[config.mk]
export PLATFORM = sky130hd
export DESIGN_NAME = icwn_front
export DESIGN_NICKNAME = d
export VERILOG_FILES = /design/src/hdl/icwn_pkg.sv /design/src/hdl/icwn_front.sv
export SDC_FILE = /design/constraint.sdc
export NUM_CORES = 2
export LEC_CHECK = 0
export BUFFER_PORTS_ARGS = -buffer_cell sky130_fd_sc_hd__buf_2
export CAP_MARGIN = 20
export CORE_MARGIN = 3
export CORE_UTILIZATION = 66
export CTS_CLUSTER_SIZE = 20
export DETAILED_ROUTE_END_ITERATION = 8
export GPL_TIMING_DRIVEN = 0
export HOLD_SLACK_MARGIN = 0.1
export PLACE_DENSITY = 0.94
export SYNTH_ARGS = -nofsm -noshare
export SYNTH_HDL_FRONTEND = slang
export SYNTH_SLANG_ARGS = --single-unit
export TNS_END_PERCENT = 100
[constraint.sdc]
create_clock -name clk -period 8.64 [get_ports clk]
set_input_delay 0.864 -clock clk [delete_from_list [all_inputs] [get_ports clk]]
set_output_delay 0.864 -clock clk [all_outputs]
set_load 0.05 [all_outputs]
[src/hdl/icwn_pkg.sv]
`default_nettype none

package icwn_pkg;

    // Fill sequencer states: one pass per quarter-wave entry
    typedef enum logic [3:0] {
        FILL_XMUL,
        FILL_XSQ,
        FILL_X2,
        FILL_TMUL,
        FILL_RMUL,
        FILL_REM,
        FILL_CORR,
        FILL_OUT,
        FILL_DONE
    } fill_state_t;

    // Reset value of the conversion register (table size / sample rate, Q8.24)
    localparam logic [31:0] CONV_RESET = 32'd5726623;

    // pi/2 in Q30 and one in Q30
    localparam logic [31:0] HALF_PI_Q30 = 32'd1686629713;
    localparam logic [31:0] ONE_Q30     = 32'h4000_0000;

    // Taylor series for the quarter-wave table
    localparam int TAYLOR_TERMS = 12;
    localparam int KW           = $clog2(TAYLOR_TERMS);

    // Term k divides by (2k-1)(2k)
    localparam logic [9:0] TERM_DIV [TAYLOR_TERMS] = '{
        10'd2, 10'd12, 10'd30, 10'd56, 10'd90, 10'd132,
        10'd182, 10'd240, 10'd306, 10'd380, 10'd462, 10'd552
    };

    // floor(2^32 / divisor); quotient estimate is low by at most one
    localparam logic [31:0] TERM_RECIP [TAYLOR_TERMS] = '{
        32'(64'h1_0000_0000 / 64'd2),   32'(64'h1_0000_0000 / 64'd12),
        32'(64'h1_0000_0000 / 64'd30),  32'(64'h1_0000_0000 / 64'd56),
        32'(64'h1_0000_0000 / 64'd90),  32'(64'h1_0000_0000 / 64'd132),
        32'(64'h1_0000_0000 / 64'd182), 32'(64'h1_0000_0000 / 64'd240),
        32'(64'h1_0000_0000 / 64'd306), 32'(64'h1_0000_0000 / 64'd380),
        32'(64'h1_0000_0000 / 64'd462), 32'(64'h1_0000_0000 / 64'd552)
    };

    // Remainder after the quotient estimate stays below twice the largest divisor
    localparam int REM_W = 11;

    // Running Taylor sum width (signed)
    localparam int SUM_W = 34;

    // Queue depths between the parts
    localparam int MID_DEPTH  = 4;
    localparam int OUT_DEPTH  = 8;
    localparam int OUT_CNT_W  = $clog2(OUT_DEPTH) + 1;

endpackage

`default_nettype wire

[src/hdl/icwn_front.sv]
`default_nettype none

module icwn_front #(
    parameter int TABLE_BITS      = 14,
    parameter int PHASE_FRAC_BITS = 18
) (
    input  logic                                    clk,
    input  logic                                    rst_n,
    input  logic                                    conv_we,
    input  logic [31:0]                             conv_data,
    input  logic                                    push,
    input  logic signed [23:0]                      frequency,
    output logic                                    full,
    input  logic                                    fill_done,
    input  logic                                    mid_full,
    output logic                                    mid_push,
    output logic [TABLE_BITS+PHASE_FRAC_BITS-1:0]   mid_phase
);

    import icwn_pkg::*;

    localparam int PB      = TABLE_BITS + PHASE_FRAC_BITS;
    localparam int INC_LSB = 32 - PHASE_FRAC_BITS;

    logic [31:0]        conv_reg, conv_next;
    logic [PB-1:0]      phase_reg, phase_next;
    logic [PB-1:0]      inc_reg, inc_next;
    logic               pend_reg, pend_next;
    logic signed [56:0] prod;
    logic [PB-1:0]      cur_phase;
    logic               accept;

    // Stall while the table is being built or the queue is full
    assign full   = !fill_done || mid_full;
    assign accept = push && !full;

    // Q24.32 increment; the slice is the floor shift modulo the accumulator
    assign prod = frequency * $signed({1'b0, conv_reg});

    // Phase seen by this request folds in the previous request's increment
    assign cur_phase = phase_reg + (pend_reg ? inc_reg : '0);

    always_comb
    begin
        conv_next  = conv_we ? conv_data : conv_reg;
        phase_next = cur_phase;
        inc_next   = accept ? prod[INC_LSB +: PB] : inc_reg;
        pend_next  = accept;
    end

    assign mid_push  = accept;
    assign mid_phase = cur_phase;

    always_ff @(posedge clk or negedge rst_n)
    begin
        if (!rst_n)
        begin
            conv_reg  <= CONV_RESET;
            phase_reg <= '0;
            pend_reg  <= 1'b0;
        end
        else
        begin
            conv_reg  <= conv_next;
            phase_reg <= phase_next;
            pend_reg  <= pend_next;
        end
    end

    always_ff @(posedge clk)
    begin
        inc_reg <= inc_next;
    end

endmodule

`default_nettype wire

==> reports/metrics.yaml <==
routing:
  ant_nets: 0
  routedWlPerCell_microns: 23.3
  dr.pass1.iters: 6
  drt_iter0_markers: 1759
  vias: 20600
  postRouteWirelength_microns: 81600
  viasPerCell: 5.89
  drc: 0
floorplanning:
  start_util_pct: 67.1
  io_pins: 96
  die_area_sq_um: 43000
  fp.dieW_microns: 207
  num_rows: 73
  design.core.area_sq_um: 39900
  die_h_microns: 207
cts:
  cts_tree: "built"
  clock_path_buffers: 2
  clk_pin_slew_worst_paths_ns: 0.08
  htree_levels: 3
  clock_latency_ns: 0.40
  cts-root-buf: "clkbuf_16"
  clock_sinks: 97
  cts_setup_buffers: 0
  cts_inserted_buffers: 9
logic_synthesis:
  synth-main-ff-cell: "dfrtp_1"
  netlist_area_sq_um: 26800
  yosysMostFrequentCell: "inv_1"
  synthArstFlopShare_pct: 67.0
  yosys-top-cells-area: "fa_1 46%, inv_1 9.2%, ha_1 8.7%, and2_1 7.3%, nand2_1 6.3%"
  ys_warn_count: 0
  ys_ff_latch: 97
  synth_fp_nets: 3730
  synth_area_leader_cell: "fa_1"
  synth-seq-area-share_pct: 9.73
  syn_area_per_cell_sq_um: 9.34
  syn_inst: 2866
  synth_edf_count: 32
  yosys-top-cells-count: "658 x inv_1, 616 x fa_1, 450 x nand2_1, 311 x and2_1, 186 x ha_1"
  synth_top_area_share_pct: 46.1
  synth_cell_types: 61
worst_setup_path:
  worst_setup_path_start_kind: "primary input"
  worstPathMaxFanout: 10
  cp-end-kind: "register"
  worstSetupPathType: "in -> reg"
  critPathArrivalTime_ns: 8.63
  cp.required_ns: 8.76
flow_run:
  cap_violations: 0
sta:
  tns_ns: 0
  worst_slew_pin_slew_ns: 1.07
  worst_slew_margin_rel_pct: 28.8
  rsz0062_at_grt: "yes"
  setup_viol: 0
  maxSlewViolCount: 0
  final.period_utilization_pct: 98.5
  fmax_mhz: 118
  fin_skew_ns: 0.0138
  hold_violations: 0
  fin_crit_ns: 8.51
final_layout:
  layout-drive-gt1-share_pct: 6.06
  multi_input_area_sq_um: 21200
  nFillCells: 3037
  regArea_sq_um: 2610
  fin_nets: 3830
  area_delta_synth_final_pct: 5.31
global_routing:
  grt_pass1_wl_microns: 127000
  grtUsageTotal_pct: 39.3
  antenna_found_initial: 5
  grt_max_degree: 66
  grt-ovfl-total: 0
  grt_pass1_vias: 22600
place:
  io_buffers: 93
  dp_hpwl_microns: 68600
  place.gp.congestion: 1.04
status:
  status: "complete, no violations"
hold_path:
  hold_path_class: "reg -> reg"
[worst max-delay path, cell delays in order]
cell and delay, ns:
buf_2 0.12, clkbuf_1 0.68, buf_1 0.50, nand2_1 0.15
fa_1 0.53, inv_1 0.06, fa_1 0.49, fa_1 0.52
fa_1 0.55, fa_1 0.44, fa_1 0.49, inv_1 0.05
fa_1 0.48, inv_1 0.05, ha_1 0.34, and4_1 0.25
o2111ai_1 0.15, nor2_1 0.10, a211oi_2 0.56, a22oi_2 0.30
a211oi_2 0.30, o21bai_1 0.14, xnor2_1 0.51
[cell usage in the layout, fill, tap and decap left out, types with 14 or more instances in the layout]
cell type  synthesis  final
nand2_1          450    450
xnor2_1           55     55
ha_1             186    186
nor2b_1           18     18
dfstp_2           14     14
dfrtp_1           51     51
inv_1            658    658
fa_1             616    616
a21oi_1           49     49
edfxtp_1          32     32
buf_2              2     94
mux2_2            32     32
clkbuf_1         133    125
and2_1           311    311
o21ai_0           26     26
a21o_1            22     22
nand2b_1          20     20
xor2_1            20     20
nor2_1            44     43
[worst paths after layout]
| kind | startpoint | to | slack [ns] | cells after the start |
|---|---|---|---|---|
| max | frequency[16] | inc_reg[31] | 0.13 | 23 |
| min | phase_reg[0] | phase_reg[0] | 0.52 | 1 |
| max reg2reg | conv_reg[8] | inc_reg[31] | 0.17 | 24 |
| min reg2reg | phase_reg[0] | phase_reg[0] | 0.52 | 1 |
| max in group asynchronous | rst_n | conv_reg[5] | 7.40 | 1 |
| min in group asynchronous | rst_n | phase_reg[27] | 0.58 | 1 |
[layer usage]
metal | vias up | global-route usage (%) | part of all wire (%)
li1 | 8589 | - | -
met1 | 10400 | 47.5 | 34
met2 | 1298 | 62.8 | 47
met3 | 344 | 10.6 | 11
met4 | 2 | 25.7 | 8.3
met5 | - | 0 | 0.025
[per-stage QoR]
step	util, %	hold WS, ns	cells	area [sq um]	worst slack [ns]
global placement	69.9	0.486	3484	27900	-0.282
CTS	70.6	0.514	3500	28200	0.0113
global route	70.6	0.544	3496	28200	-0.0180
detailed placement	69.9	0.495	3484	27900	-0.417
floorplan	-	0.522	2866	26800	1.61
finish	70.6	0.519	3499	28200	0.133
[cell type report]
cell class | instances | share of cell area, %
Multi-Input combinational cell | 1971 | 75.1
Sequential cell | 97 | 9.24
Inverter | 658 | 8.76
Tap cell | 525 | 2.33
Buffer | 136 | 1.85
Timing Repair Buffer | 93 | 1.66
Clock buffer | 10 | 0.812
Clock inverter | 6 | 0.213
Antenna cell | 3 | 0.0266
[cells by family after synthesis]
kind of cell | synth area share, %
multiplexers | 1.35
flip-flops | 9.73
XOR/XNOR | 2.45
adder cells (fa/ha/maj) | 54.8
buffers and inverters | 11.2
AND/OR/NAND/NOR | 16.2
AO/OA/AOI/OAI | 4.31
[what timing repair did]
action,in CTS,in global routing
endpoints found under the setup margin,0,2
hold buffers,0,0
hold endpoints to repair,0,0
resized for setup,0,12
Power is left out: the tool's default activity adds up to more than one toggle a clock period on the data nets, which glitch-free logic cannot reach.
