**src/hdl/icwn_pkg.sv**
```systemverilog
`default_nettype none

package icwn_pkg;

    // Fill sequencer states: one pass per quarter-wave entry
    typedef enum logic [3:0] {
        FILL_XMUL,
        FILL_XSQ,
        FILL_X2,
        FILL_TMUL,
        FILL_RMUL,
        FILL_REM,
        FILL_CORR,
        FILL_OUT,
        FILL_DONE
    } fill_state_t;

    // Reset value of the conversion register (table size / sample rate, Q8.24)
    localparam logic [31:0] CONV_RESET = 32'd5726623;

    // pi/2 in Q30 and one in Q30
    localparam logic [31:0] HALF_PI_Q30 = 32'd1686629713;
    localparam logic [31:0] ONE_Q30     = 32'h4000_0000;

    // Taylor series for the quarter-wave table
    localparam int TAYLOR_TERMS = 12;
    localparam int KW           = $clog2(TAYLOR_TERMS);

    // Term k divides by (2k-1)(2k)
    localparam logic [9:0] TERM_DIV [TAYLOR_TERMS] = '{
        10'd2, 10'd12, 10'd30, 10'd56, 10'd90, 10'd132,
        10'd182, 10'd240, 10'd306, 10'd380, 10'd462, 10'd552
    };

    // floor(2^32 / divisor); quotient estimate is low by at most one
    localparam logic [31:0] TERM_RECIP [TAYLOR_TERMS] = '{
        32'(64'h1_0000_0000 / 64'd2),   32'(64'h1_0000_0000 / 64'd12),
        32'(64'h1_0000_0000 / 64'd30),  32'(64'h1_0000_0000 / 64'd56),
        32'(64'h1_0000_0000 / 64'd90),  32'(64'h1_0000_0000 / 64'd132),
        32'(64'h1_0000_0000 / 64'd182), 32'(64'h1_0000_0000 / 64'd240),
        32'(64'h1_0000_0000 / 64'd306), 32'(64'h1_0000_0000 / 64'd380),
        32'(64'h1_0000_0000 / 64'd462), 32'(64'h1_0000_0000 / 64'd552)
    };

    // Remainder after the quotient estimate stays below twice the largest divisor
    localparam int REM_W = 11;

    // Running Taylor sum width (signed)
    localparam int SUM_W = 34;

    // Queue depths between the parts
    localparam int MID_DEPTH  = 4;
    localparam int OUT_DEPTH  = 8;
    localparam int OUT_CNT_W  = $clog2(OUT_DEPTH) + 1;

endpackage

`default_nettype wire

```
**src/hdl/icwn_back.sv**
```systemverilog
`default_nettype none

module icwn_back #(
    parameter int TABLE_BITS      = 14,
    parameter int PHASE_FRAC_BITS = 18,
    parameter int SAMPLE_BITS     = 16
) (
    input  logic                                    clk,
    input  logic                                    rst_n,
    input  logic                                    mid_empty,
    input  logic [TABLE_BITS+PHASE_FRAC_BITS-1:0]   mid_phase,
    output logic                                    mid_pop,
    output logic [TABLE_BITS-2:0]                   ram_raddr_a,
    output logic [TABLE_BITS-2:0]                   ram_raddr_b,
    input  logic [SAMPLE_BITS-1:0]                  ram_rdata_a,
    input  logic [SAMPLE_BITS-1:0]                  ram_rdata_b,
    input  logic [icwn_pkg::OUT_CNT_W-1:0]          out_count,
    output logic                                    out_push,
    output logic [SAMPLE_BITS-1:0]                  out_sample
);

    import icwn_pkg::*;

    localparam int TB   = TABLE_BITS;
    localparam int PFB  = PHASE_FRAC_BITS;
    localparam int PB   = TB + PFB;
    localparam int AW   = TB - 1;
    localparam int QTR  = 2**(TB - 2);
    localparam int DW   = SAMPLE_BITS + 1;
    localparam int DFW  = SAMPLE_BITS + 2;
    localparam int PW   = SAMPLE_BITS + PFB + 3;

    localparam logic [TB:0] Q1 = (TB+1)'(QTR);
    localparam logic [TB:0] Q2 = (TB+1)'(2 * QTR);
    localparam logic [TB:0] Q3 = (TB+1)'(3 * QTR);
    localparam logic [TB:0] Q4 = (TB+1)'(4 * QTR);
    localparam logic signed [PW-1:0] HALF = PW'(64'd1 << (PFB - 1));

    // Map a full-wave index to {negate, quarter-wave address}
    function automatic logic [AW:0] quarter_map(input logic [TB-1:0] j);
        logic [TB:0] jx;
        jx = {1'b0, j};
        if (jx <= Q1)
        begin
            quarter_map = {1'b0, AW'(jx)};
        end
        else if (jx <= Q2)
        begin
            quarter_map = {1'b1, AW'(Q2 - jx)};
        end
        else if (jx <= Q3)
        begin
            quarter_map = {1'b1, AW'(jx - Q2)};
        end
        else
        begin
            quarter_map = {1'b0, AW'(Q4 - jx)};
        end
    endfunction

    logic [TB-1:0]              idx;
    logic [TB-1:0]              idx_n;
    logic [AW:0]                map_a;
    logic [AW:0]                map_b;
    logic [1:0]                 inflight;
    logic                       credit;
    logic                       issue;

    logic                       v1_reg, v2_reg, v3_reg;
    logic [PFB-1:0]             frac1_reg, frac1_next;
    logic                       nega1_reg, nega1_next;
    logic                       negb1_reg, negb1_next;
    logic signed [DW-1:0]       fa, fb;
    logic signed [DFW-1:0]      diff2_reg, diff2_next;
    logic signed [DW-1:0]       f12_reg;
    logic [PFB-1:0]             frac2_reg;
    logic signed [PW-1:0]       p3_reg, p3_next;
    logic signed [DW-1:0]       f13_reg;
    logic signed [PW-1:0]       s_full;

    // Table addresses of the two neighbors
    assign idx   = mid_phase[PB-1:PFB];
    assign idx_n = idx + 1'b1;
    assign map_a = quarter_map(idx);
    assign map_b = quarter_map(idx_n);

    // Issue only when the output queue has room for everything in flight
    assign inflight = {1'b0, v1_reg} + {1'b0, v2_reg} + {1'b0, v3_reg};
    assign credit   = ({1'b0, out_count} + (OUT_CNT_W+1)'(inflight))
                      < (OUT_CNT_W+1)'(OUT_DEPTH);
    assign issue    = !mid_empty && credit;
    assign mid_pop  = issue;

    assign ram_raddr_a = map_a[AW-1:0];
    assign ram_raddr_b = map_b[AW-1:0];

    assign frac1_next = mid_phase[PFB-1:0];
    assign nega1_next = map_a[AW];
    assign negb1_next = map_b[AW];

    // Stage 2: signed neighbors and their difference
    assign fa         = nega1_reg ? -$signed({1'b0, ram_rdata_a}) : $signed({1'b0, ram_rdata_a});
    assign fb         = negb1_reg ? -$signed({1'b0, ram_rdata_b}) : $signed({1'b0, ram_rdata_b});
    assign diff2_next = DFW'(fb) - DFW'(fa);

    // Stage 3: slope times fraction, rounded half up
    assign p3_next = diff2_reg * $signed({1'b0, frac2_reg}) + HALF;

    // Stage 4: floor shift and add the base
    assign s_full     = PW'(f13_reg) + (p3_reg >>> PFB);
    assign out_push   = v3_reg;
    assign out_sample = s_full[SAMPLE_BITS-1:0];

    always_ff @(posedge clk or negedge rst_n)
    begin
        if (!rst_n)
        begin
            v1_reg <= 1'b0;
            v2_reg <= 1'b0;
            v3_reg <= 1'b0;
        end
        else
        begin
            v1_reg <= issue;
            v2_reg <= v1_reg;
            v3_reg <= v2_reg;
        end
    end

    always_ff @(posedge clk)
    begin
        frac1_reg <= frac1_next;
        nega1_reg <= nega1_next;
        negb1_reg <= negb1_next;
        diff2_reg <= diff2_next;
        f12_reg   <= fa;
        frac2_reg <= frac1_reg;
        p3_reg    <= p3_next;
        f13_reg   <= f12_reg;
    end

endmodule

`default_nettype wire

```
**config.mk**
```make
export PLATFORM = sky130hd
export DESIGN_NAME = icwn_back
export DESIGN_NICKNAME = d
export VERILOG_FILES = /design/src/hdl/icwn_pkg.sv /design/src/hdl/icwn_back.sv
export SDC_FILE = /design/constraint.sdc
export NUM_CORES = 1
export LEC_CHECK = 0
export ABC_AREA = 1
export BUFFER_PORTS_ARGS = -buffer_cell sky130_fd_sc_hd__buf_2
export CORE_UTILIZATION = 26
export CTS_CLUSTER_SIZE = 24
export DETAILED_ROUTE_END_ITERATION = 8
export HOLD_SLACK_MARGIN = 0.02
export PLACE_DENSITY = 0.5
export SETUP_SLACK_MARGIN = 0.2
export SLEW_MARGIN = 20
export SYNTH_ARGS = -nofsm -noshare
export SYNTH_HDL_FRONTEND = slang
export SYNTH_SLANG_ARGS = --single-unit
```
**constraint.sdc**
```tcl
create_clock -name clk -period 7.51 [get_ports clk]
set_input_delay 1.1265 -clock clk [delete_from_list [all_inputs] [get_ports clk]]
set_output_delay 1.1265 -clock clk [all_outputs]
set_load 0.01 [all_outputs]
```
==> flow_summary_export.csv <==
group,metric,value,unit
run_status,status,"finished, final reports clean",
timing,hold_violations,0,
clock_tree,clockBufferDepth,2,
timing,worst_pin_slew,1.07,ns
final_layout,fillers,6986,
clock_tree,clk_pin_slew,0.10,ns
timing,fin_crit,6.50,ns
detailed_routing,dr.pass1.iters,5,
setup_path,crit_fanout,18,
clock_tree,clock-sinks,107,
final_layout,regArea,0.00216,sq mm
detailed_routing,drcViolationCount,0,
global_routing,grt_first_pass_wirelength,75000,microns
final_layout,areaGrowthSynthToFinish,10.2,%
timing,fmax,154,MHz
timing,finalClockSkew,0.0184,ns
synth,synth_nets,2706,
clock_tree,post_cts_buffers,0,
final_layout,layout_common_cells,"inv_1, nand2_1, fa_1",
timing,relSlewSlack,0.287,
timing,tns,0,ns
setup_path,path_class,"register to register",
floorplanning,pin_count,115,
synth,synth_largest_area_cell,"fa_1",
synth,synth_area_leaders,"fa_1, inv_1, ha_1",
global_routing,grt_overflow,0,
final_layout,final_cell_area,0.0184,sq mm
detailed_routing,first_iter_violations,600,
floorplanning,fp.dieH,256,microns
global_routing,antenna_found_initial,1,
global_routing,grt_pass1_vias,14300,
timing,worst_slack,1.01,ns
global_routing,grt_max_degree,25,
floorplanning,dieArea,0.0654,sq mm
setup_path,crit_chain,"nand2_1 -> fa_1 -> inv_1 -> fa_1 -> fa_1 -> fa_1 -> fa_1 -> fa_1 -> fa_1 -> ha_1 -> a21oi_1 -> inv_1 -> a31oi_1 -> o21ai_0 -> inv_1 -> nand2_1 -> nand2_1 -> nand2_1 -> nand2_1 -> nand2_1",
setup_path,worstSetupStartpointType,"register",
clock_tree,cts_max_level,3,
final_layout,layout-drive-gt1-share,0.0756,
clock_tree,cts_buffers,9,
clock_tree,cts_resized,0,
setup_path,path_common_cell,"fa_1",
synth,yosysWarnings,0,
synth,synth_area,0.0167,sq mm
synth,synth_cell_types,40,
synth,netlist_instances,2204,
clock_tree,cts_root_buf,"clkbuf_16",
synth,postSynthAreaPerCell,7.59,sq um
setup_path,crit_arrival,6.79,ns
detailed_routing,via_count,13300,
placed_design,portBuffers,114,
timing,setup_violations,0,
floorplanning,core_area,0.0633,sq mm
final_layout,diodes,0,
job,drv_cap,0,
setup_path,cpPeakStageDelay,1.03,ns
synth,synth-seq-area-share,0.129,
synth,ys_seq_elements,107,
detailed_routing,routed_wl,45500,microns
floorplanning,die_w,256,microns
setup_path,critPathSlowestCell,"dfxtp_1",
final_layout,multi_input_area,0.0120,sq mm
timing,final-max-slew-violation-count,0,
floorplanning,start_util,0.264,
placed_design,dp_hpwl,37300,microns
timing,min_period_over_period,0.865,
placed_design,place_ws,1.05,ns
placed_design,dpl-instance-area,0.0181,sq mm
setup_path,endpoint_kind,"register",
timing,rsz0062_at_grt,"false",
global_routing,track_usage,0.145,
detailed_routing,ant_nets,0,
final_layout,layout_commonest_cell,"inv_1",
detailed_routing,routedWlPerCell,14.6,microns
final_layout,nNetsFinal,2760,
clock_tree,worstSkewPairLatency,0.40,ns
synth,synth_top_area_frac,0.309,
floorplanning,rows,92,
worst_hold_path,hp-class,"register to register",
placed_design,place.gp.congestion,0.858,
detailed_routing,via_per_inst,4.28,
setup_path,cp.required,7.80,ns
clock_tree,hold_buffers,0,
clock_tree,cts_tree,"yes",
[critical path: cells and delay by family (launching register included)]
family,cells,cell delay [ns]
adders and majority gates,8,3.95
and+or+nand+nor,6,0.51
AOI/OAI and AO/OA,3,0.69
buffers and inverters,3,0.20
DFF,1,1.03
[layer usage]
layer / wire length [microns] / track usage / vias to the layer above
li1: - / - / 6525
met1: 19900 / 0.183 / 6457
met2: 22700 / 0.256 / 284
met3: 2000 / 0.0244 / 46
met4: 852 / 0.0334 / 2
met5: 13 / 0 / -
[cells in the mapped netlist (all sizes together)]
cell type	n
o22ai	1
a31oi	8
nand2	520
nand3b	2
inv	609
o31ai	4
a21boi	3
a31o	1
o21ai	43
nor4	4
a211oi	1
xor2	68
xnor2	24
dfrtp	3
nand3	56
o2111ai	1
dfxtp	104
o221ai	1
o21bai	4
nand4	19
fa	258
buf	11
a21oi	62
ha	173
nor3	20
or2	12
a21o	11
clkbuf	69
o21a	2
or4	1
nor2	109
[through the flow]
step	hold slack [ns]	cells	utilization
2_1_floorplan	0.310	2204	-
3_3_place_gp	0.313	3093	0.286
3_5_place_dp	0.312	3093	0.286
4_1_cts	0.320	3109	0.291
5_1_grt	0.330	3109	0.291
6_report	0.316	3109	0.291
[final cells by class]
cell class | count | share of cell area
multi-input cells | 1408 | 0.649
inverters | 609 | 0.124
flip-flops and latches | 107 | 0.117
well taps | 846 | 0.0574
repair buffers | 123 | 0.0346
clock buffers | 9 | 0.0122
clock inverters | 7 | 0.00550
[path summary, 6_finish.rpt]
kind,from,endpoint,slack [ns],cells after the start
max,frac2_reg[7],p3_reg[22],1.01,20
min,frac1_reg[12],frac2_reg[12],0.32,0
max reg2reg,frac2_reg[7],p3_reg[22],1.01,20
min reg2reg,frac1_reg[12],frac2_reg[12],0.32,0
max in group asynchronous,rst_n,v2_reg,6.91,1
min in group asynchronous,rst_n,out_push,0.50,1
[logic make-up after synthesis]
family	Yosys count	synth area share
and+or+nand+nor	743	0.181
buffers and inverters	689	0.156
adders and majority gates	431	0.438
AOI/OAI and AO/OA	142	0.0476
DFF	107	0.129
xor gates and xnor gates	92	0.0482
Power is left out: the tool's default activity adds up to more than one toggle a clock period on the data nets, which glitch-free logic cannot reach.
