==> config.mk <==
export PLATFORM = sky130hd
export DESIGN_NAME = icwn_fifo
export DESIGN_NICKNAME = d
export VERILOG_FILES = /design/src/hdl/icwn_fifo.sv
export SDC_FILE = /design/constraint.sdc
export NUM_CORES = 1
export LEC_CHECK = 0
export BUFFER_PORTS_ARGS = -buffer_cell sky130_fd_sc_hd__buf_2
export CORE_MARGIN = 1.5
export CORE_UTILIZATION = 25
export CTS_CLUSTER_SIZE = 20
export DETAILED_ROUTE_END_ITERATION = 10
export PLACE_DENSITY = 0.48
export SETUP_SLACK_MARGIN = 0.05
export SYNTH_ARGS = -nofsm -noshare
export SYNTH_HDL_FRONTEND = slang
export SYNTH_SLANG_ARGS = --single-unit
export TNS_END_PERCENT = 30
==> constraint.sdc <==
create_clock -name clk -period 4 [get_ports clk]
set_clock_uncertainty 0.15 [all_clocks]
set_input_delay 1 -clock clk [delete_from_list [all_inputs] [get_ports clk]]
set_output_delay 1 -clock clk [all_outputs]
set_load 0.01 [all_outputs]
==> src/hdl/icwn_fifo.sv <==
`default_nettype none

module icwn_fifo #(
    parameter int WIDTH = 16,
    parameter int DEPTH = 8
) (
    input  logic                     clk,
    input  logic                     rst_n,
    input  logic                     push,
    input  logic [WIDTH-1:0]         wdata,
    input  logic                     pop,
    output logic [WIDTH-1:0]         rdata,
    output logic                     full,
    output logic                     empty,
    output logic [$clog2(DEPTH):0]   count
);

    localparam int PW = $clog2(DEPTH);

    logic [WIDTH-1:0] mem_reg [DEPTH];
    logic [PW-1:0]    wr_ptr_reg, wr_ptr_next;
    logic [PW-1:0]    rd_ptr_reg, rd_ptr_next;
    logic [PW:0]      count_reg, count_next;
    logic             do_push;
    logic             do_pop;

    // Requests are ignored when they cannot be served
    assign do_push = push && !full;
    assign do_pop  = pop && !empty;

    assign full  = (count_reg == (PW+1)'(DEPTH));
    assign empty = (count_reg == '0);
    assign count = count_reg;
    assign rdata = mem_reg[rd_ptr_reg];

    // Pointer and fill count update
    always_comb
    begin
        wr_ptr_next = do_push ? wr_ptr_reg + 1'b1 : wr_ptr_reg;
        rd_ptr_next = do_pop ? rd_ptr_reg + 1'b1 : rd_ptr_reg;
        count_next  = count_reg;
        if (do_push && !do_pop)
        begin
            count_next = count_reg + 1'b1;
        end
        else if (do_pop && !do_push)
        begin
            count_next = count_reg - 1'b1;
        end
    end

    always_ff @(posedge clk or negedge rst_n)
    begin
        if (!rst_n)
        begin
            wr_ptr_reg <= '0;
            rd_ptr_reg <= '0;
            count_reg  <= '0;
        end
        else
        begin
            wr_ptr_reg <= wr_ptr_next;
            rd_ptr_reg <= rd_ptr_next;
            count_reg  <= count_next;
        end
    end

    // Storage
    always_ff @(posedge clk)
    begin
        if (do_push)
        begin
            mem_reg[wr_ptr_reg] <= wdata;
        end
    end

endmodule

`default_nettype wire

==> results of run 1 <==
## cell type report
cell class	count	area [um2]
fillers	2105	15100
diodes	1	2.50
clock inverters	9	52.6
well taps	280	350
clock buffers	23	468
multi-input cells	97	1390
inverters	4	15.0
flip-flops and latches	138	4100
repair buffers	56	343
## layout by cell type (no fill, tap or decap), drive strengths merged
cell	netlist	routed
mux2	19	19
a2111o	1	1
dfrtp	10	10
edfxtp	128	128
diode	0	1
or4	1	1
o211ai	2	2
inv	4	4
mux2i	1	1
o21ai	1	1
o41ai	1	1
xor2	1	1
clkinv	0	6
or3	1	1
a21oi	2	2
mux4	32	32
xnor2	5	5
or4b	1	1
nand3	4	4
ha	5	5
buf	7	56
nand2	4	4
nor4	1	1
fa	1	1
nand3b	2	2
nor2	7	7
nor3	3	3
clkbuf	4	23
clkinvlp	0	3
nand2b	2	2
## stage by stage
step | hold slack [ns] | setup WS [ns] | power [mW]
after CTS | 0.289 | 0.452 | 4.94
after floorplan | 0.335 | 1.16 | 3.00
after global routing | 0.303 | 0.397 | 5.11
final | 0.300 | 0.516 | 4.84
after detailed placement | 0.360 | 0.916 | 3.55
after global placement | 0.353 | 0.922 | 3.52
## kinds of logic after synthesis
kind of cell	count (synthesis)
AO/OA/AOI/OAI	7
XOR/XNOR	6
adder cells (fa/ha/maj)	6
buffers and inverters	15
flip-flops	138
multiplexers	52
AND/OR/NAND/NOR	26
## Yosys cell counts, types with 3 or more instances
cell type,instances,area share
edfxtp_1,128,0.69
mux4_1,25,0.12
mux2_2,19,0.038
dfrtp_1,10,0.045
mux4_2,7,0.028
nor2_1,7,0.0047
ha_1,5,0.011
xnor2_1,5,0.0079
buf_6,4,0.0081
clkbuf_1,4,0.0027
inv_1,4,0.0027
nand2_1,4,0.0027
nand3_1,4,0.0036
nor3_1,3,0.0027
## worst max-delay path, cell delays in order, from the launching register on
cell	delay, ns
dfrtp_2	0.62
buf_12	0.27
mux4_1	0.58
mux2_2	0.29
buf_2	0.14
## layer usage
metal / global-route usage / vias to the layer above
li1: - / 1188
met3: 0.0316 / 15
met2: 0.165 / 55
met1: 0.129 / 1386
met5: 0 / -
met4: 0.0513 / 0
## final timing paths
path | startpoint | end | slack (ns)
setup / recovery | rd_ptr_reg[0] | rdata[13] | 0.52
hold / removal | rst_n | count[2] | 0.30
setup reg to reg | count[0] | count[3] | 0.89
hold reg to reg | wr_ptr_reg[0] | wr_ptr_reg[0] | 0.37
max in group asynchronous | rst_n | rd_ptr_reg[0] | 3.16
min in group clk | wr_ptr_reg[0] | wr_ptr_reg[0] | 0.37
## where the power goes
| group | internal (mW) | switching [mW] |
|---|---|---|
| combinational | 0.746 | 0.710 |
| clock | 0.816 | 0.552 |
| sequential | 1.84 | 0.178 |
| total | 3.40 | 1.44 |
==> results.txt, run 1 <==
Status - complete, no violations
Max reg flops - 128
Seq/Total Area, Yosys - 0.736
Crit start category - flop
Relative slew slack - 0.642
Nets - 340
Die Area - 23200 um2
Post-Synth XOR/XNOR Area - 0.00945
Initial core utilization - 0.255
R2R cell count - 9
Fin area - 6720 um2
Post-Syn Nets - 276
Post-synthesis register bit count - 138
Via count - 2644
Max Cap Viol - 0
Vias in the first global route - 2856
Tcrit/Tclk final - 0.871
Share of cells above drive strength 1 - 0.352
CTS root buffer - clkbuf_16
Nature of the critical path endpoint - primary output
Avg Cell Area, Syn - 22.3 um2
CP Data Required Time - 2.85 ns
Worst-margin pin slew - 0.537 ns
Die Width - 152 um
Placed cell areas - 6190 um2
Achievable Freq - 0.287 GHz
Final setup viols - 0
Wire length per cell - 18.6 um
Final WL - 11300 um
DRT antenna net count - 0
VDD IR max - 0.474 mV
Dpl hpwl - 6730 um
Clock Path Buffers - 2
DIE HEIGHT - 152 um
DRC viols - 0
Post-synth cell types - 30
Post-cts resize count - 0
Clock slew at reported path FFs - 0.05 ns
Clk_lat worst skew - 0.42 ns
Synth Area in Compound Gates - 0.0124
Area Growth Syn to Fin - 20.7%
Num Clock Sinks - 138
Slew Viols, Final - 0
Met2 WL - 5620 um
Global route overflow - 0
Largest net degree at the start of global routing - 25
HP Class - primary input to async pin
Post-synthesis mux area share - 0.187
Unrepaired setup endpoints after global routing - false
Highest net fanout along the worst path - 22
Total CTS buffers - 17
Tmin final - 3.48 ns
Cells after synthesis - 250
Total negative slack - 0 ns
Met1 WL - 4990 um
Simple-gate area share of the yosys netlist - 0.0247
Cells after DPL - 575
Mapped Area - 5560 um2
PD cells - 721 nW/um2
Setup CP Type - flop to primary output
Met3 routed WL - 455 um
# IOs - 42
PortBufs - 41
Row count - 54
CTS tree - done
Hold-fix buffers, CTS - 0
Largest family of logic cells by synthesized area - multiplexers
Highest layer used for signal routing - met4
Final Hold Viols - 0
Initial antenna violation count - 1
H-tree depth - 4
GRT Util Overall - 0.104
First-pass GRT wire length - 17400 um
Iter 0 DRT Violations - 183
Adder-Cell Fraction of Synth Area - 0.0148
Post-synth EDFFs - 128
Critical Path AT - 2.33 ns
Syn. warnings - 0
Top FF cell, synth - edfxtp_1
GPL Wtd Cong - 0.696
CORE AREA - 21800 um2
# Post-CTS Setup Buffers - 0
P_leak - 2.32 nW
Vias per inst - 4.35
Post-Layout Cell Count - 608
Asr flop ratio synth - 0.0725
Core Util, Final - 0.308
DR pass1 iterations - 4
No activity file was read; power rests on OpenSTA's default activity.
==> inputs of run 2 (changes only) <==
--- a/config.mk
+++ b/config.mk
@@ -7,11 +7,12 @@
 export LEC_CHECK = 0
 export BUFFER_PORTS_ARGS = -buffer_cell sky130_fd_sc_hd__buf_2
 export CORE_MARGIN = 1.5
-export CORE_UTILIZATION = 25
+export CORE_UTILIZATION = 59
 export CTS_CLUSTER_SIZE = 20
 export DETAILED_ROUTE_END_ITERATION = 10
-export PLACE_DENSITY = 0.48
+export PLACE_DENSITY = 0.86
 export SETUP_SLACK_MARGIN = 0.05
+export SLEW_MARGIN = 30
 export SYNTH_ARGS = -nofsm -noshare
 export SYNTH_HDL_FRONTEND = slang
 export SYNTH_SLANG_ARGS = --single-unit
==> run 2 against run 1 <==
Sequential power hardly changed; worst setup slack got worse by 0.10 ns; power up 1.4%; non-clock buffer count fell by 5; flip-flop and latch count unchanged; cell count is 29% lower; fmax decreased by 2.9%; first-iteration DRC count up 13%; routed wire length down 15%; clock power rose by 11%; worst hold slack worse by 0.13 ns; critical path type unchanged; critical endpoint is now rdata[2]; largest power group unchanged.
==> results.txt, run 2 (synthesis results as in run 1) <==
DR pass1 iterations - 4 (unchanged)
Fillers - 519 (-75%)
Max Cap Viol - 0 (unchanged)
Clock Path Buffers - 2 (unchanged)
Tmin final - 3.59 ns (+0.102 ns)
Hold-fix buffers, CTS - 0 (unchanged)
Achievable Freq - 0.279 GHz (-2.9%)
CP Data Required Time - 2.85 ns (about the same)
Worst-path cell chain - buf_4 > mux4_1 > mux2_2 > buf_2
Worst-margin pin slew - 0.938 ns (+0.400 ns)
Wire length per cell - 22.2 um (+19%)
CORE AREA - 9200 um2 (-58%)
VDD IR max - 0.520 mV (+9.6%)
Max reg flops - 128 (unchanged)
Total CTS buffers - 17 (unchanged)
CTS tree - done
# Post-CTS Setup Buffers - 0 (unchanged)
Die Width - 100 um (-34%)
Final WL - 9640 um (-15%)
Crit path launch - rd_ptr_reg[0]
Row count - 35 (-35%)
DRT antenna net count - 0 (unchanged)
Relative slew slack - 0.375 (-0.267)
Num Clock Sinks - 138 (unchanged)
Placed cell areas - 5920 um2 (-4.4%)
Iter 0 DRT Violations - 207 (+13%)
FF-to-FF Start - count[0]
H-tree depth - 4 (unchanged)
Initial antenna violation count - 1 (unchanged)
Final setup viols - 0 (unchanged)
Vias in the first global route - 2762 (-3.3%)
Final worst slack - 0.414 ns (-0.102 ns)
P_leak - 2.30 nW (-0.52%)
Cells after DPL - 401 (-30%)
Tcrit/Tclk final - 0.897 (+0.0256)
Worst path top cell family by delay - multiplexers
Vias per inst - 6.06 (+39%)
PD cells - 754 nW/um2 (+4.7%)
Slew Viols, Final - 0 (unchanged)
Critical Path AT - 2.44 ns (+0.11 ns)
Worst path bufs/invs - 2 (unchanged)
Hold slack final - 0.173 ns (-0.127 ns)
Nets - 335 (-1.5%)
Total negative slack - 0 ns (unchanged)
Status - complete, no violations
HP Class - primary input to async pin
Largest net degree at the start of global routing - 35 (+40%)
Share of cells above drive strength 1 - 0.348 (-0.00386)
Initial core utilization - 0.605 (+0.350)
Final Hold Viols - 0 (unchanged)
Nature of the critical path endpoint - primary output
GPL Wtd Cong - 0.689 (-0.99%)
PortBufs - 41 (unchanged)
Most common cell after layout, fill and taps aside - edfxtp_1
Die Area - 10000 um2 (-57%)
Fin area - 6500 um2 (-3.2%)
Global route overflow - 0 (unchanged)
Crit start category - flop
Setup Slack @ Placement - 0.959 ns (+0.0432 ns)
Setup CP Type - flop to primary output
GRT Util Overall - 0.216 (+0.112)
Highest net fanout along the worst path - 34 (+55%)
Most frequent cells in the layout - edfxtp_1, buf_2, mux4_1
Clk_lat worst skew - 0.53 ns (+0.11 ns)
Via count - 2632 (-0.45%)
CTS root buffer - clkbuf_8
Post-Layout Cell Count - 434 (-29%)
Dpl hpwl - 5220 um (-22%)
Slowest cell on crit path - mux4_1
First-pass GRT wire length - 15000 um (-14%)
Crit-path max cell delay - 0.65 ns (+0.03 ns)
Clock slew at reported path FFs - 0.06 ns (about the same)
DRC viols - 0 (unchanged)
Post-cts resize count - 0 (unchanged)
Area Growth Syn to Fin - 16.9%
DIE HEIGHT - 100 um (-34%)
# IOs - 42 (unchanged)
Unrepaired setup endpoints after global routing - false
==> run 2: power breakdown <==
group          leakage (nW)  total [mW]  internal, mW  switching [mW]
Combinational         0.749        1.37         0.704           0.665
Sequential             1.28        2.02          1.84           0.182
Clock                 0.275        1.52         0.902           0.617
==> run 2: cell type report <==
type                       instances  area (um2)  share of cell area
timing repair buffer              51         280              0.0431
clock buffer                      18         418              0.0643
antenna                            1        2.50            0.000385
inverter                           4        15.0             0.00231
clock inverter                    14         164              0.0252
tap                              111         139              0.0214
sequential                       138        4090               0.630
multi-input combinational         97        1390               0.214
==> run 2: final timing paths <==
check / cells after the start / slack [ns] / to
max reg2reg: 9 / 0.92 / count[3]
min reg2reg: 1 / 0.38 / wr_ptr_reg[0]
max in group asynchronous: 1 / 3.31 / rd_ptr_reg[2]
min in group clk: 1 / 0.38 / wr_ptr_reg[0]
min: 1 / 0.17 / wr_ptr_reg[1]
max: 4 / 0.41 / rdata[2]
==> run 2: layer usage <==
metal	track usage	part of all wire	routed length (um)	vias up
li1	-	-	-	1184
met1	0.282	0.42	4090	1354
met2	0.330	0.50	4860	78
met3	0.0731	0.053	506	16
met4	0.104	0.019	183	0
met5	0	0	0	-
==> run 2: metrics by stage <==
step                       util  power [mW]
after global placement    0.644        3.35
after floorplan               -        3.00
after CTS                 0.707        4.95
final                     0.707        4.90
after global routing      0.707        5.13
after detailed placement  0.644        3.41
