--- config.mk ---
export PLATFORM = sky130hd
export DESIGN_NAME = icwn_rom_fill
export DESIGN_NICKNAME = d
export VERILOG_FILES = /design/src/hdl/icwn_pkg.sv /design/src/hdl/icwn_rom_fill.sv
export SDC_FILE = /design/constraint.sdc
export NUM_CORES = 2
export LEC_CHECK = 0
export ABC_AREA = 0
export BUFFER_PORTS_ARGS = -buffer_cell sky130_fd_sc_hd__clkbuf_2
export CORE_UTILIZATION = 40
export CTS_CLUSTER_DIAMETER = 80
export DETAILED_ROUTE_END_ITERATION = 10
export GPL_ROUTABILITY_DRIVEN = 0
export GPL_TIMING_DRIVEN = 0
export PLACE_DENSITY = 0.52
export REMOVE_ABC_BUFFERS = 1
export SLEW_MARGIN = 40
export SYNTH_ARGS = -nofsm -noshare
export SYNTH_HDL_FRONTEND = slang
export SYNTH_SLANG_ARGS = --single-unit
export TNS_END_PERCENT = 1
--- constraint.sdc ---
create_clock -name clk -period 19.7 [get_ports clk]
set_input_delay 0.985 -clock clk [delete_from_list [all_inputs] [get_ports clk]]
set_output_delay 0.985 -clock clk [all_outputs]
set_load 0.01 [all_outputs]
--- src/hdl/icwn_pkg.sv ---
`default_nettype none

package icwn_pkg;

    // Fill sequencer states: one pass per quarter-wave entry
    typedef enum logic [3:0] {
        FILL_XMUL,
        FILL_XSQ,
        FILL_X2,
        FILL_TMUL,
        FILL_RMUL,
        FILL_REM,
        FILL_CORR,
        FILL_OUT,
        FILL_DONE
    } fill_state_t;

    // Reset value of the conversion register (table size / sample rate, Q8.24)
    localparam logic [31:0] CONV_RESET = 32'd5726623;

    // pi/2 in Q30 and one in Q30
    localparam logic [31:0] HALF_PI_Q30 = 32'd1686629713;
    localparam logic [31:0] ONE_Q30     = 32'h4000_0000;

    // Taylor series for the quarter-wave table
    localparam int TAYLOR_TERMS = 12;
    localparam int KW           = $clog2(TAYLOR_TERMS);

    // Term k divides by (2k-1)(2k)
    localparam logic [9:0] TERM_DIV [TAYLOR_TERMS] = '{
        10'd2, 10'd12, 10'd30, 10'd56, 10'd90, 10'd132,
        10'd182, 10'd240, 10'd306, 10'd380, 10'd462, 10'd552
    };

    // floor(2^32 / divisor); quotient estimate is low by at most one
    localparam logic [31:0] TERM_RECIP [TAYLOR_TERMS] = '{
        32'(64'h1_0000_0000 / 64'd2),   32'(64'h1_0000_0000 / 64'd12),
        32'(64'h1_0000_0000 / 64'd30),  32'(64'h1_0000_0000 / 64'd56),
        32'(64'h1_0000_0000 / 64'd90),  32'(64'h1_0000_0000 / 64'd132),
        32'(64'h1_0000_0000 / 64'd182), 32'(64'h1_0000_0000 / 64'd240),
        32'(64'h1_0000_0000 / 64'd306), 32'(64'h1_0000_0000 / 64'd380),
        32'(64'h1_0000_0000 / 64'd462), 32'(64'h1_0000_0000 / 64'd552)
    };

    // Remainder after the quotient estimate stays below twice the largest divisor
    localparam int REM_W = 11;

    // Running Taylor sum width (signed)
    localparam int SUM_W = 34;

    // Queue depths between the parts
    localparam int MID_DEPTH  = 4;
    localparam int OUT_DEPTH  = 8;
    localparam int OUT_CNT_W  = $clog2(OUT_DEPTH) + 1;

endpackage

`default_nettype wire

--- src/hdl/icwn_rom_fill.sv ---
`default_nettype none

module icwn_rom_fill #(
    parameter int TABLE_BITS  = 14,
    parameter int SAMPLE_BITS = 16
) (
    input  logic                    clk,
    input  logic                    rst_n,
    output logic                    ram_we,
    output logic [TABLE_BITS-2:0]   ram_waddr,
    output logic [SAMPLE_BITS-1:0]  ram_wdata,
    output logic                    done
);

    import icwn_pkg::*;

    localparam int QB  = TABLE_BITS - 2;
    localparam int MW  = TABLE_BITS - 1;
    localparam int V_W = 31 + SAMPLE_BITS;

    localparam logic [MW-1:0]          M_LAST   = MW'(2**QB);
    localparam logic [KW-1:0]          K_LAST   = KW'(TAYLOR_TERMS - 1);
    localparam logic [63:0]            X_HALF   = 64'd1 << (QB - 1);
    localparam logic signed [SUM_W-1:0] SUM_ONE = SUM_W'(ONE_Q30);
    localparam logic [V_W-1:0]         V_HALF   = V_W'(64'd1 << 29);
    localparam logic [V_W-1:0]         V_FULL   = V_W'((64'd1 << (SAMPLE_BITS - 1)) - 64'd1);

    fill_state_t              state_reg, state_next;
    logic [MW-1:0]            m_reg, m_next;
    logic [KW-1:0]            k_reg, k_next;
    logic [63:0]              mul_reg, mul_next;
    logic [31:0]              x2_reg, x2_next;
    logic [31:0]              term_reg, term_next;
    logic [31:0]              t_reg, t_next;
    logic [31:0]              q0_reg, q0_next;
    logic [REM_W-1:0]         rem_reg, rem_next;
    logic signed [SUM_W-1:0]  sum_reg, sum_next;

    logic [31:0]              mul_a;
    logic [31:0]              mul_b;
    logic [31:0]              x_val;
    logic [31:0]              qd;
    logic [31:0]              term_val;
    logic [30:0]              sum_c;
    logic [V_W-1:0]           v_sum;
    logic [V_W-1:0]           v_val;

    // Shared 32x32 multiplier, product registered every cycle
    assign mul_next = {32'b0, mul_a} * {32'b0, mul_b};

    // Angle in Q30, rounded
    assign x_val = 32'((mul_reg + X_HALF) >> QB);

    // Quotient estimate times divisor, remainder check
    assign qd       = mul_reg[63:32] * 32'(TERM_DIV[k_reg]);
    assign term_val = (rem_reg >= REM_W'(TERM_DIV[k_reg])) ? q0_reg + 32'd1 : q0_reg;

    // Clamp to [0, 1] and scale to the sample format
    always_comb
    begin
        if (sum_reg < 0)
        begin
            sum_c = '0;
        end
        else if (sum_reg > SUM_ONE)
        begin
            sum_c = 31'(ONE_Q30);
        end
        else
        begin
            sum_c = 31'(sum_reg);
        end
        v_sum = (V_W'(sum_c) << (SAMPLE_BITS - 1)) + V_HALF;
        v_val = v_sum >> 30;
    end

    // Next state
    always_comb
    begin
        case (state_reg)
            FILL_XMUL: state_next = FILL_XSQ;
            FILL_XSQ:  state_next = FILL_X2;
            FILL_X2:   state_next = FILL_TMUL;
            FILL_TMUL: state_next = FILL_RMUL;
            FILL_RMUL: state_next = FILL_REM;
            FILL_REM:  state_next = FILL_CORR;
            FILL_CORR: state_next = (k_reg == K_LAST) ? FILL_OUT : FILL_TMUL;
            FILL_OUT:  state_next = (m_reg == M_LAST) ? FILL_DONE : FILL_XMUL;
            FILL_DONE: state_next = FILL_DONE;
            default:   state_next = FILL_XMUL;
        endcase
    end

    // Datapath controls per state
    always_comb
    begin
        mul_a     = '0;
        mul_b     = '0;
        m_next    = m_reg;
        k_next    = k_reg;
        x2_next   = x2_reg;
        term_next = term_reg;
        t_next    = t_reg;
        q0_next   = q0_reg;
        rem_next  = rem_reg;
        sum_next  = sum_reg;
        ram_we    = 1'b0;
        case (state_reg)
            FILL_XMUL:
            begin
                mul_a = HALF_PI_Q30;
                mul_b = 32'(m_reg);
            end
            FILL_XSQ:
            begin
                mul_a     = x_val;
                mul_b     = x_val;
                term_next = ONE_Q30;
                sum_next  = SUM_ONE;
                k_next    = '0;
            end
            FILL_X2:
            begin
                x2_next = mul_reg[61:30];
            end
            FILL_TMUL:
            begin
                mul_a = term_reg;
                mul_b = x2_reg;
            end
            FILL_RMUL:
            begin
                mul_a  = mul_reg[61:30];
                mul_b  = TERM_RECIP[k_reg];
                t_next = mul_reg[61:30];
            end
            FILL_REM:
            begin
                q0_next  = mul_reg[63:32];
                rem_next = REM_W'(t_reg - qd);
            end
            FILL_CORR:
            begin
                term_next = term_val;
                // first term (k_reg zero) subtracts, signs alternate
                if (!k_reg[0])
                begin
                    sum_next = sum_reg - $signed({2'b00, term_val});
                end
                else
                begin
                    sum_next = sum_reg + $signed({2'b00, term_val});
                end
                k_next = k_reg + 1'b1;
            end
            FILL_OUT:
            begin
                ram_we = 1'b1;
                m_next = m_reg + 1'b1;
            end
            FILL_DONE:
            begin
                ram_we = 1'b0;
            end
            default:
            begin
                ram_we = 1'b0;
            end
        endcase
    end

    assign ram_waddr = m_reg;
    assign ram_wdata = (v_val > V_FULL) ? SAMPLE_BITS'(V_FULL) : SAMPLE_BITS'(v_val);
    assign done      = (state_reg == FILL_DONE);

    always_ff @(posedge clk or negedge rst_n)
    begin
        if (!rst_n)
        begin
            state_reg <= FILL_XMUL;
            m_reg     <= '0;
            k_reg     <= '0;
        end
        else
        begin
            state_reg <= state_next;
            m_reg     <= m_next;
            k_reg     <= k_next;
        end
    end

    // Arithmetic registers
    always_ff @(posedge clk)
    begin
        mul_reg  <= mul_next;
        x2_reg   <= x2_next;
        term_reg <= term_next;
        t_reg    <= t_next;
        q0_reg   <= q0_next;
        rem_reg  <= rem_next;
        sum_reg  <= sum_next;
    end

endmodule

`default_nettype wire

==> results.yml <==
place:
  dpl_worst_slack_ps: 8980
  dp_hpwl_um: 130000
  io_buffers: 31
  dpl-instance-area_um2: 50500
critical_path:
  slowest_stage: "a221o_2"
  critPathRequiredTime_ps: 20180
  cp-startpoint: "mul_reg[13]$_DFF_P_"
  arrival_ps: 11400
  crit_type: "reg -> reg"
  cp_common_cell: "fa_1"
  cp-start-kind: "flop"
  slowest_delay_ps: 690
  path_max_fanout: 19
  endpoint_kind: "flop"
  crit_family: "adder cells"
  regToRegStartpoint: "mul_reg[13]$_DFF_P_"
  cp_num_buf_inv: 5
min_path:
  hold_start: "mul_reg[63]$_DFF_P_"
  hp-class: "reg -> reg"
timing:
  rsz0062_at_grt: "false"
  period_share: 0.555
  hold_ws_ps: 407
  slew_headroom: 0.401
  timing.setup.tns_ps: 0
  worst_pin_slew_ps: 898
  finalHoldViolCount: 0
  fmax_mhz: 91.5
  setup_viol: 0
  drv_slew: 0
  fin_skew_ps: 27.2
  min_period_ps: 10930
  layout_setup_ws_ps: 8770
layout:
  nets: 6526
  largest_reg_flops: 53
  area_growth_pct: 9.48
  final_area_um2: 51500
  drive_above_1_share: 0.0703
logic_synthesis:
  seq_area_frac_synth: 0.131
  synth_cell_type_count: 92
  synth_area_um2: 47100
  synth_warnings: 0
  synth_ff_type: "edfxtp_1"
  synth_top_area_cell: "fa_1"
  ys_top_cells_by_area: "fa_1 39%, edfxtp_1 9.7%, ha_1 9.5%, inv_1 8.2%, nor2_1 6.2%"
  synth_top_area_frac: 0.394
  synth.ff_latch_count: 226
  synthCells: 5291
  synth.avg_cell_area_um2: 8.90
  ys_top_cells_by_count: "1028 x inv_1, 926 x fa_1, 773 x nor2_1"
  async_reset_ff_frac: 0.0929
  synth_edf_count: 152
  synthMostInstantiatedCell: "inv_1"
floorplanning:
  coreArea_um2: 116000
  io-pin-count: 33
  start_util: 0.404
  die_x_um: 345
  die_area_um2: 119000
  die_h_um: 345
  row_count: 125
drt:
  drt.antenna.violating_nets: 0
  vias: 37100
  post_drt_wl_per_cell_um: 23.4
  firstDrtPassIters: 5
  wirelength_um: 159000
  via_per_inst: 5.46
  drc_errors: 0
  drt_iter0_markers: 2982
power:
  total_power_uw: 1060
  power.internal_uw: 828
  power_frac_seq: 0.473
  peakVddDrop_mv: 0.0572
  p_sw_uw: 230
  leakagePower_uw: 0.0245
  pwr-share-comb: 0.001
  powerDensity_nw_per_um2: 20.5
  p_clk_frac: 0.526
  swShare: 0.217
clocking:
  path_clk_slew_ps: 70
  htree_levels: 1
  cts_tree: "done"
  cts-root-buf: "clkbuf_16"
  cts_resized: 0
  clkLatencyLatePin_ps: 580
  cts_buffers: 27
  hold_buffers: 0
  cts_sinks: 226
  cts_setup_buffers: 0
  cts.path.max_buffers: 3
job:
  cap_violations: 0
global_route:
  grt_max_degree: 67
  grtUsageTotal: 0.271
  antenna_found_initial: 9
  grt_pass1_wl_um: 243000
  grt_pass1_vias: 38700
  overflow: 0
outcome:
  outcome: "finished, final reports clean"
[layout make-up]
| class | count | area, um2 |
|---|---|---|
| Fill cell | 11600 | 64800 |
| Multi-Input combinational cell | 3780 | 36900 |
| Sequential cell | 226 | 6160 |
| Inverter | 1029 | 3870 |
| Tap cell | 1524 | 1910 |
| Timing Repair Buffer | 175 | 1740 |
| Clock buffer | 30 | 707 |
| Clock inverter | 20 | 267 |
| Antenna cell | 2 | 5.00 |
[layer usage]
metal / part of all wire / vias to the layer above / GRT usage
met2: 0.46 / 1392 / 0.432
met1: 0.43 / 19200 / 0.374
met4: 0.046 / 2 / 0.105
met5: 0.000050 / - / 0
li1: - / 16200 / -
met3: 0.072 / 298 / 0.0367
[stage by stage]
step / util / std cells
3_3_place_gp: 0.414 / 6590
6_report: 0.443 / 6786
3_5_place_dp: 0.434 / 6733
5_1_grt: 0.443 / 6784
2_1_floorplan: - / 5035
4_1_cts: 0.443 / 6783
[final timing paths]
check / cells past startpoint / endpoint / slack [ps]
setup / recovery: 32 / mul_reg[63]$_DFF_P_ / 8770
hold / removal: 0 / q0_reg[31]$_DFFE_PP_ / 410
setup reg to reg: 32 / mul_reg[63]$_DFF_P_ / 8770
hold reg to reg: 0 / q0_reg[31]$_DFFE_PP_ / 410
max in group asynchronous: 1 / k_reg[0]$_DFFE_PN0P_ / 18830
min in group asynchronous: 1 / ram_waddr[2]$_DFFE_PN0P_ / 420
[logic make-up after synthesis]
logic type / after synthesis / synth area share
AND/OR/NAND/NOR: 1772 / 0.162
adder cells (fa/ha/maj): 1285 / 0.489
buffers and inverters: 1285 / 0.103
AO/OA/AOI/OAI: 485 / 0.0704
XOR/XNOR: 227 / 0.0422
flip-flops: 226 / 0.131
multiplexers: 10 / 0.00213
other: 1 / 0.0000797
[cell usage in the layout, fill, tap and decap left out, types with 15 or more instances in the layout]
cell type  count
nand2b_1      35
buf_16        15
a221oi_4      21
nand2_1      605
dfxtp_1       48
nor2b_1       23
a31oi_1       18
buf_2         17
and2_1        47
xnor2_1      149
clkbuf_16     27
o21ai_0       86
ha_1         359
a221o_2       17
edfxtp_1     152
nand3_1       52
or2_2         15
nand4_1       50
and3_1        27
fa_1         926
xor2_1        77
clkbuf_2      31
o21bai_1      15
nor3_1        36
buf_4         71
buf_6         21
nor4_1        16
a21oi_1      118
nor2_1       765
a21o_1        51
inv_1       1025
dfrtp_1       19
[power by group through the flow]
stage / combinational, uW / sequential [uW] / clock [uW]
floorplan: 0.103 / 511 / 0
global placement: 1.14 / 511 / 0
detailed placement: 1.17 / 511 / 0
CTS: 1.18 / 500 / 564
global route: 1.31 / 500 / 582
finish: 1.09 / 500 / 557
[worst reg2reg max path: cells and delay by family, from the launching register on]
kind                       cells  cell delay (ps)
buffers and inverters          5              310
AOI/OAI and AO/OA              7             2680
DFF                            1              400
and+or+nand+nor               11             3030
adders and majority gates      9             4440
No activity file was read; power rests on OpenSTA's default activity.
